--- config.mk ---
export PLATFORM = sky130hd
export DESIGN_NAME = gbic_bank_irq
export DESIGN_NICKNAME = d
export VERILOG_FILES = /design/src/rtl/core/gpio_bank_irq_controller_macros.svh /design/src/rtl/core/gbic_pkg.sv /design/src/rtl/core/gbic_bank_irq.sv
export SDC_FILE = /design/constraint.sdc
export NUM_CORES = 1
export LEC_CHECK = 0
export BUFFER_PORTS_ARGS = -buffer_cell sky130_fd_sc_hd__buf_2
export CAP_MARGIN = 20
export CORE_AREA = 4 4 235 237
export DETAILED_ROUTE_END_ITERATION = 10
export DIE_AREA = 0 0 239 241
export SLEW_MARGIN = 40
export SYNTH_ARGS = -nofsm -noshare
export SYNTH_HDL_FRONTEND = slang
export SYNTH_SLANG_ARGS = --single-unit
--- constraint.sdc ---
create_clock -name vclk -period 1.8
set_input_delay 0.36 -clock vclk [all_inputs]
set_output_delay 0.36 -clock vclk [all_outputs]
set_load 0.02 [all_outputs]
--- src/rtl/core/gpio_bank_irq_controller_macros.svh ---
// Assertion macros for the GPIO bank interrupt controller.
// Expects signals named clock and reset in the scope of each use.
`ifndef GPIO_BANK_IRQ_CONTROLLER_MACROS_SVH
`define GPIO_BANK_IRQ_CONTROLLER_MACROS_SVH

// same-cycle implication
`define GBIC_ASSERT_IMP(label, pre, post) \
   label: assert property (@(posedge clock) disable iff (reset) (pre) |-> (post)) \
      else $error("gbic: same-cycle check failed");

// next-cycle implication
`define GBIC_ASSERT_NXT(label, pre, post) \
   label: assert property (@(posedge clock) disable iff (reset) (pre) |=> (post)) \
      else $error("gbic: next-cycle check failed");

`endif

--- src/rtl/core/gbic_pkg.sv ---
// Package for the GPIO bank interrupt controller: item types, register map codes,
// bank state struct and mask tables. No dependencies.
package gbic_pkg;

   localparam int NUM_BANKS      = 4;
   localparam int NUM_DRIVE_REGS = 15;
   localparam int NUM_MUX_REGS   = 8;
   localparam int NUM_PULL_REGS  = 4;
   localparam int IRQ_W          = 4;

   localparam logic [31:0] CTRL_SFT        = 32'h8000_0000;
   localparam logic [31:0] CTRL_GATE       = 32'h4000_0000;
   localparam logic [31:0] CTRL_PRESENT    = 32'h1C00_0000;
   localparam logic [31:0] DRIVE_MASK_FULL = 32'h7777_7777;
   localparam logic [31:0] DRIVE_MASK_7    = 32'h0007_7777;
   localparam logic [31:0] DRIVE_MASK_14   = 32'h0077_7777;
   localparam logic [31:0] DRIVE_RESET_PAT = 32'h4444_4444;

   // low nibble of the offset
   localparam logic [3:0] OP_PLAIN = 4'h0;
   localparam logic [3:0] OP_SET   = 4'h4;
   localparam logic [3:0] OP_CLR   = 4'h8;
   localparam logic [3:0] OP_TOG   = 4'hC;

   // register groups, offset bits 12..8
   localparam logic [4:0] GRP_CTRL     = 5'd0;
   localparam logic [4:0] GRP_MUX      = 5'd1;
   localparam logic [4:0] GRP_DRIVE    = 5'd2;
   localparam logic [4:0] GRP_PULL     = 5'd3;
   localparam logic [4:0] GRP_DOUT     = 5'd4;
   localparam logic [4:0] GRP_DIN      = 5'd5;
   localparam logic [4:0] GRP_DOE      = 5'd6;
   localparam logic [4:0] GRP_PIN2IRQ  = 5'd7;
   localparam logic [4:0] GRP_IRQEN    = 5'd8;
   localparam logic [4:0] GRP_IRQLEVEL = 5'd9;
   localparam logic [4:0] GRP_IRQPOL   = 5'd10;
   localparam logic [4:0] GRP_IRQSTAT  = 5'd11;

   typedef enum logic [1:0] {
      REQ_READ  = 2'd0,
      REQ_WRITE = 2'd1,
      REQ_PAD   = 2'd2,
      REQ_IDLE  = 2'd3
   } req_kind_type;

   typedef struct packed {
      req_kind_type req_type;
      logic [12:0]  offset;
      logic [31:0]  write_data;
      logic [1:0]   pad_bank;
      logic [31:0]  pad_levels;
   } gbic_req_type;

   typedef struct packed {
      logic [31:0]      read_data;
      logic [IRQ_W-1:0] irq_lines;
      logic             access_error;
   } gbic_rsp_type;

   typedef struct packed {
      logic [31:0] dout;
      logic [31:0] pad;
      logic [31:0] doe;
      logic [31:0] prev;
      logic [31:0] sel;
      logic [31:0] en;
      logic [31:0] lvl;
      logic [31:0] pol;
      logic [31:0] stat;
   } gbic_bank_type;

   function automatic logic [31:0] valid_mask(input int b);
      logic [31:0] m;
      unique case (b)
         0:       m = 32'h3FFF_FFFF;
         1:       m = 32'h1FFF_FFFF;
         2:       m = 32'hFFFF_FFFF;
         default: m = 32'h0000_0000;
      endcase
      return m;
   endfunction

   function automatic logic [31:0] pull_fld_mask(input int k);
      logic [31:0] m;
      unique case (k)
         0:       m = 32'h3c10_00fe;
         1:       m = 32'h0f40_0000;
         2:       m = 32'h0000_4000;
         default: m = 32'h0003_ffff;
      endcase
      return m;
   endfunction

   function automatic logic [31:0] drive_fld_mask(input int k);
      logic [31:0] m;
      unique case (k)
         7:       m = DRIVE_MASK_7;
         14:      m = DRIVE_MASK_14;
         default: m = DRIVE_MASK_FULL;
      endcase
      return m;
   endfunction

   // plain masked write or set/clear/toggle alias
   function automatic logic [31:0] apply_op(input logic [31:0] r, input logic [31:0] m,
                                            input logic [31:0] v, input logic [3:0] op);
      logic [31:0] res;
      unique case (op)
         OP_SET:  res = r | (v & m);
         OP_CLR:  res = r & ~(v & m);
         OP_TOG:  res = r ^ (v & m);
         default: res = (v & m) | (r & ~m);
      endcase
      return res;
   endfunction

endpackage

--- src/rtl/core/gbic_bank_irq.sv ---
// Input resampling and interrupt status update for one GPIO bank.
// Depends on gbic_pkg.
module gbic_bank_irq (
   input  gbic_pkg::gbic_bank_type bank_pre,
   input  logic [31:0]             pin_mask,
   output gbic_pkg::gbic_bank_type bank_post
);
   import gbic_pkg::*;

   logic [31:0] now_pin;
   logic [31:0] prev_pin;
   logic [31:0] act_now;
   logic [31:0] act_prev;
   logic [31:0] lvl_sel;
   logic [31:0] edg_sel;

   always_comb begin
      now_pin  = (bank_pre.pad | (bank_pre.dout & bank_pre.doe)) & pin_mask;
      prev_pin = bank_pre.prev & pin_mask;
      act_now  = ~(now_pin ^ bank_pre.pol) & pin_mask;
      act_prev = ~(prev_pin ^ bank_pre.pol) & pin_mask;
      lvl_sel  = pin_mask & bank_pre.lvl & bank_pre.sel;
      edg_sel  = pin_mask & ~bank_pre.lvl & bank_pre.sel;
      bank_post      = bank_pre;
      bank_post.stat = (bank_pre.stat & ~lvl_sel) | (lvl_sel & act_now)
                     | (edg_sel & act_now & ~act_prev & (now_pin ^ prev_pin));
      bank_post.prev = now_pin;
   end

endmodule

# After elaboration in Yosys (flattened, before gate mapping)

Index checks and enable logic that the tools add are counted.

Bitwise gates (word level): 25

Operators with widths:

| operator           | count |
|---|---|
| 32-bit bitwise AND | 14 |
| 32-bit inverter    | 5 |
| 32-bit OR          | 3 |
| 32-bit bitwise XOR | 3 |

Input port bits: 320
Output and inout port bits: 288
Logic and storage cells: 25
Flip-flop bits (word level): 0

# Depth between registers and ports, before layout

Depth in word-level cells: 10
Depth in mapped cells: 4
Depth with buffers taken out: 4

# Worst setup path before layout

No wires, ideal clock.

Path type: input-to-output
Start: input port bank_pre[256] in the netlist's numbering
End: output port bank_post[0] in the netlist's numbering
Path buffers: 0
Slack: 432 ps
Stages: 3
Arrival: 1008 ps
Required time: 1440 ps
Cells stage by stage: a21o_1 o31ai_1 a32o_2

RTL lines:

| element         | RTL line           | source |
|---|---|---|
| start, declared | gbic_bank_irq.sv:4 | `input gbic_pkg::gbic_bank_type bank_pre,` |
| end, declared   | gbic_bank_irq.sv:6 | `output gbic_pkg::gbic_bank_type bank_post` |

==> impl_metrics.xml <==
<?xml version="1.0" encoding="UTF-8"?>
<metrics>
  <group name="setup_path">
    <metric name="worstPathArrival" unit="ns">1.32</metric>
    <metric name="worst_path_dominant_cell_family" unit="">compound AO/OA/AOI/OAI gates</metric>
    <metric name="critical_path_peak_fanout" unit="">3</metric>
    <metric name="critical-path-max-stage-delay" unit="ns">0.27</metric>
    <metric name="timing.setup.critical_path_class" unit="">input port to output pin</metric>
    <metric name="timing.critical_path.buf_inv" unit="">2</metric>
    <metric name="cell_type_with_the_highest_occurrence_count_on_the_critical_path" unit="">buf_2</metric>
    <metric name="critical_path.cell_chain" unit="">buf_2, a21o_1, o31ai_1, a32o_2, buf_2</metric>
    <metric name="timing.critical_path.from_type" unit="">input port</metric>
    <metric name="required" unit="ns">1.44</metric>
    <metric name="critical_path.endpoint_type" unit="">output pin</metric>
    <metric name="critPathSlowestCell" unit="">o31ai_1</metric>
  </group>
  <group name="sta">
    <metric name="slew_headroom" unit="%">83.16</metric>
    <metric name="report.final.slew_viol_count" unit="">0</metric>
    <metric name="fin_crit_sh" unit="%">93.42</metric>
    <metric name="worstMarginPinSlew" unit="ns">0.2505</metric>
    <metric name="unrepaired_setup_endpoints_after_global_routing" unit="">false</metric>
    <metric name="final_hold_violations" unit="">0</metric>
    <metric name="final_period_minus_worst_setup_slack" unit="ns">1.682</metric>
    <metric name="achievable-frequency" unit="GHz">0.5947</metric>
    <metric name="finalWorstSetupSlack" unit="ns">0.1184</metric>
    <metric name="setup_tns" unit="ns">0</metric>
    <metric name="setup_viol" unit="">0</metric>
  </group>
  <group name="clocking">
    <metric name="cts-resized-gates" unit="">0</metric>
    <metric name="post-cts-setup-buffers" unit="">0</metric>
    <metric name="postCtsHoldBufs" unit="">0</metric>
  </group>
  <group name="logic_synthesis">
    <metric name="synth.yosys.seq_area_share" unit="%">0</metric>
    <metric name="syn_avg_cell_area" unit="um^2">7.101</metric>
    <metric name="synth.mux.area_fraction" unit="%">0.5874</metric>
    <metric name="post_synth_fa_ha_maj_area_fraction" unit="%">0</metric>
    <metric name="synth_top_family_by_area" unit="">buffers and inverters</metric>
    <metric name="synth_simple_gate_area_share" unit="%">24.89</metric>
    <metric name="mappedNetlistNets" unit="">800</metric>
    <metric name="post_synth_xor_area_fraction" unit="%">0</metric>
    <metric name="yosysWarnings" unit="">0</metric>
    <metric name="ys_types" unit="">15</metric>
    <metric name="area_fraction_in_compound_gates_after_synthesis" unit="%">24.96</metric>
    <metric name="netlist_instances" unit="">480</metric>
    <metric name="synthesis.area" unit="um^2">3408</metric>
  </group>
  <group name="global_route">
    <metric name="grt_first_pass_wirelength" unit="mm">18.26</metric>
    <metric name="initial_antenna_violation_count" unit="">0</metric>
    <metric name="pin_count_of_the_biggest_net_entering_global_routing" unit="">5</metric>
    <metric name="first_global_vias" unit="">3799</metric>
    <metric name="grt.total_usage" unit="%">3.782</metric>
    <metric name="grt.overflow.total" unit="">0</metric>
  </group>
  <group name="flow_run">
    <metric name="maxCapViolCount" unit="">0</metric>
  </group>
  <group name="floorplan">
    <metric name="design.die.area" unit="um^2">57600</metric>
    <metric name="placement_rows" unit="">85</metric>
    <metric name="placeableCoreArea" unit="um^2">53280</metric>
    <metric name="pin_count" unit="">608</metric>
    <metric name="initial_core_util" unit="%">6.397</metric>
    <metric name="die_h" unit="um">241</metric>
    <metric name="die_width" unit="um">239</metric>
  </group>
  <group name="power">
    <metric name="worst_ir_drop_vdd" unit="mV">0.08989</metric>
    <metric name="cellPowerDensity" unit="nW/um^2">285.7</metric>
    <metric name="p_leak" unit="nW">2.940</metric>
  </group>
  <group name="finish">
    <metric name="commonest_non_fill_non_tap_cells_in_the_layout" unit="">buf_2 (544), nand3_1 (62)</metric>
    <metric name="nFlopsAndLatches" unit="">0</metric>
    <metric name="layout_commonest_cell" unit="">buf_2</metric>
    <metric name="number_of_clock_tree_buffers_in_the_layout" unit="">0</metric>
    <metric name="final_design_area_no_fill" unit="um^2">5320</metric>
    <metric name="antenna_cells_inserted" unit="">0</metric>
    <metric name="num-nets-final" unit="">1122</metric>
    <metric name="post_route_cells_drive_above_1_share" unit="%">75.75</metric>
    <metric name="ff_latch_area" unit="um^2">0</metric>
    <metric name="area_growth" unit="%">56.09</metric>
  </group>
  <group name="drt">
    <metric name="detailedRoute.firstPassIterationCount" unit="">4</metric>
    <metric name="drt_wl_total" unit="mm">14.18</metric>
    <metric name="detail_route.wl_per_cell" unit="um">9.477</metric>
    <metric name="vias_per_cell" unit="">2.908</metric>
    <metric name="drtAntennaViolNets" unit="">0</metric>
    <metric name="dr_total_vias" unit="">4350</metric>
    <metric name="drt_first_iter_violations" unit="">98</metric>
    <metric name="drcViolationCount" unit="">0</metric>
  </group>
  <group name="placed_design">
    <metric name="preCtsSetupSlack" unit="ns">0.1121</metric>
    <metric name="globalplace.congestion" unit="">0.7765</metric>
    <metric name="placement_cell_area" unit="um^2">5320</metric>
    <metric name="detailed_place_hpwl" unit="mm">13.27</metric>
    <metric name="place.port_buffers" unit="">544</metric>
  </group>
  <group name="run_status">
    <metric name="run_status" unit="">finished, final reports clean</metric>
  </group>
  <group name="min_path">
    <metric name="holdCritPathClass" unit="">input port to output pin</metric>
  </group>
</metrics>
==> where the power goes <==
part / internal [mW] / leakage [nW] / switching (mW)
logic: 0.633 / 2.94 / 0.887
registers: 0 / 0 / 0
clock network: 0 / 0 / 0
total: 0.633 / 2.94 / 0.887
==> routing by layer <==
metal / wire [um] / track usage (%) / vias to the layer above
met3: 1903 / 0.6171 / 20
met5: 0 / 0 / -
li1: - / - / 2125
met2: 7913 / 8.280 / 312
met4: 418 / 1.084 / 0
met1: 3942 / 3.484 / 1893
==> synthesized netlist by cell type <==
cell      count  area (um^2)
buf_4       224         1682
nand3_1      62        310.3
a21o_1       30        225.2
a32o_2       30        337.8
and2_2       30        225.2
nand2b_1     30        187.7
nor2_1       30        112.6
o31ai_1      30        225.2
a21oi_2       2        17.52
a32o_1        2        20.02
inv_1         2        7.510
mux2i_1       2        20.02
nor2b_1       2        12.51
o21ai_0       2        10.01
o21bai_1      2        15.01
==> final cells by class <==
| class | count | area (um^2) |
|---|---|---|
| Fill cell | 6273 | 47960 |
| Timing Repair Buffer | 544 | 2723 |
| Multi-Input combinational cell | 254 | 1719 |
| Tap cell | 696 | 870.8 |
| Inverter | 2 | 7.507 |
==> through the flow <==
stage               power (mW)  util [%]  std cells  hold slack [ns]
floorplan                1.158         -        480           0.8326
global placement         1.530     9.985       1496           0.7201
detailed placement       1.532     9.985       1496           0.7201
CTS                      1.536     9.985       1496           0.7201
global route             1.643     9.985       1496           0.7200
finish                   1.520     9.985       1496           0.7200
==> path summary, 6_finish.rpt <==
| check | from | end | slack, ns | cells after the start |
|---|---|---|---|---|
| max | bank_pre[262] | bank_post[6] | 0.12 | 5 |
| min | bank_pre[109] | bank_post[109] | 0.72 | 0 |
==> cell families after synthesis <==
kind of cell,Yosys count
simple gates,154
buf+inv,226
mux,2
compound gates,98
Power figures use the tool's default switching activity.
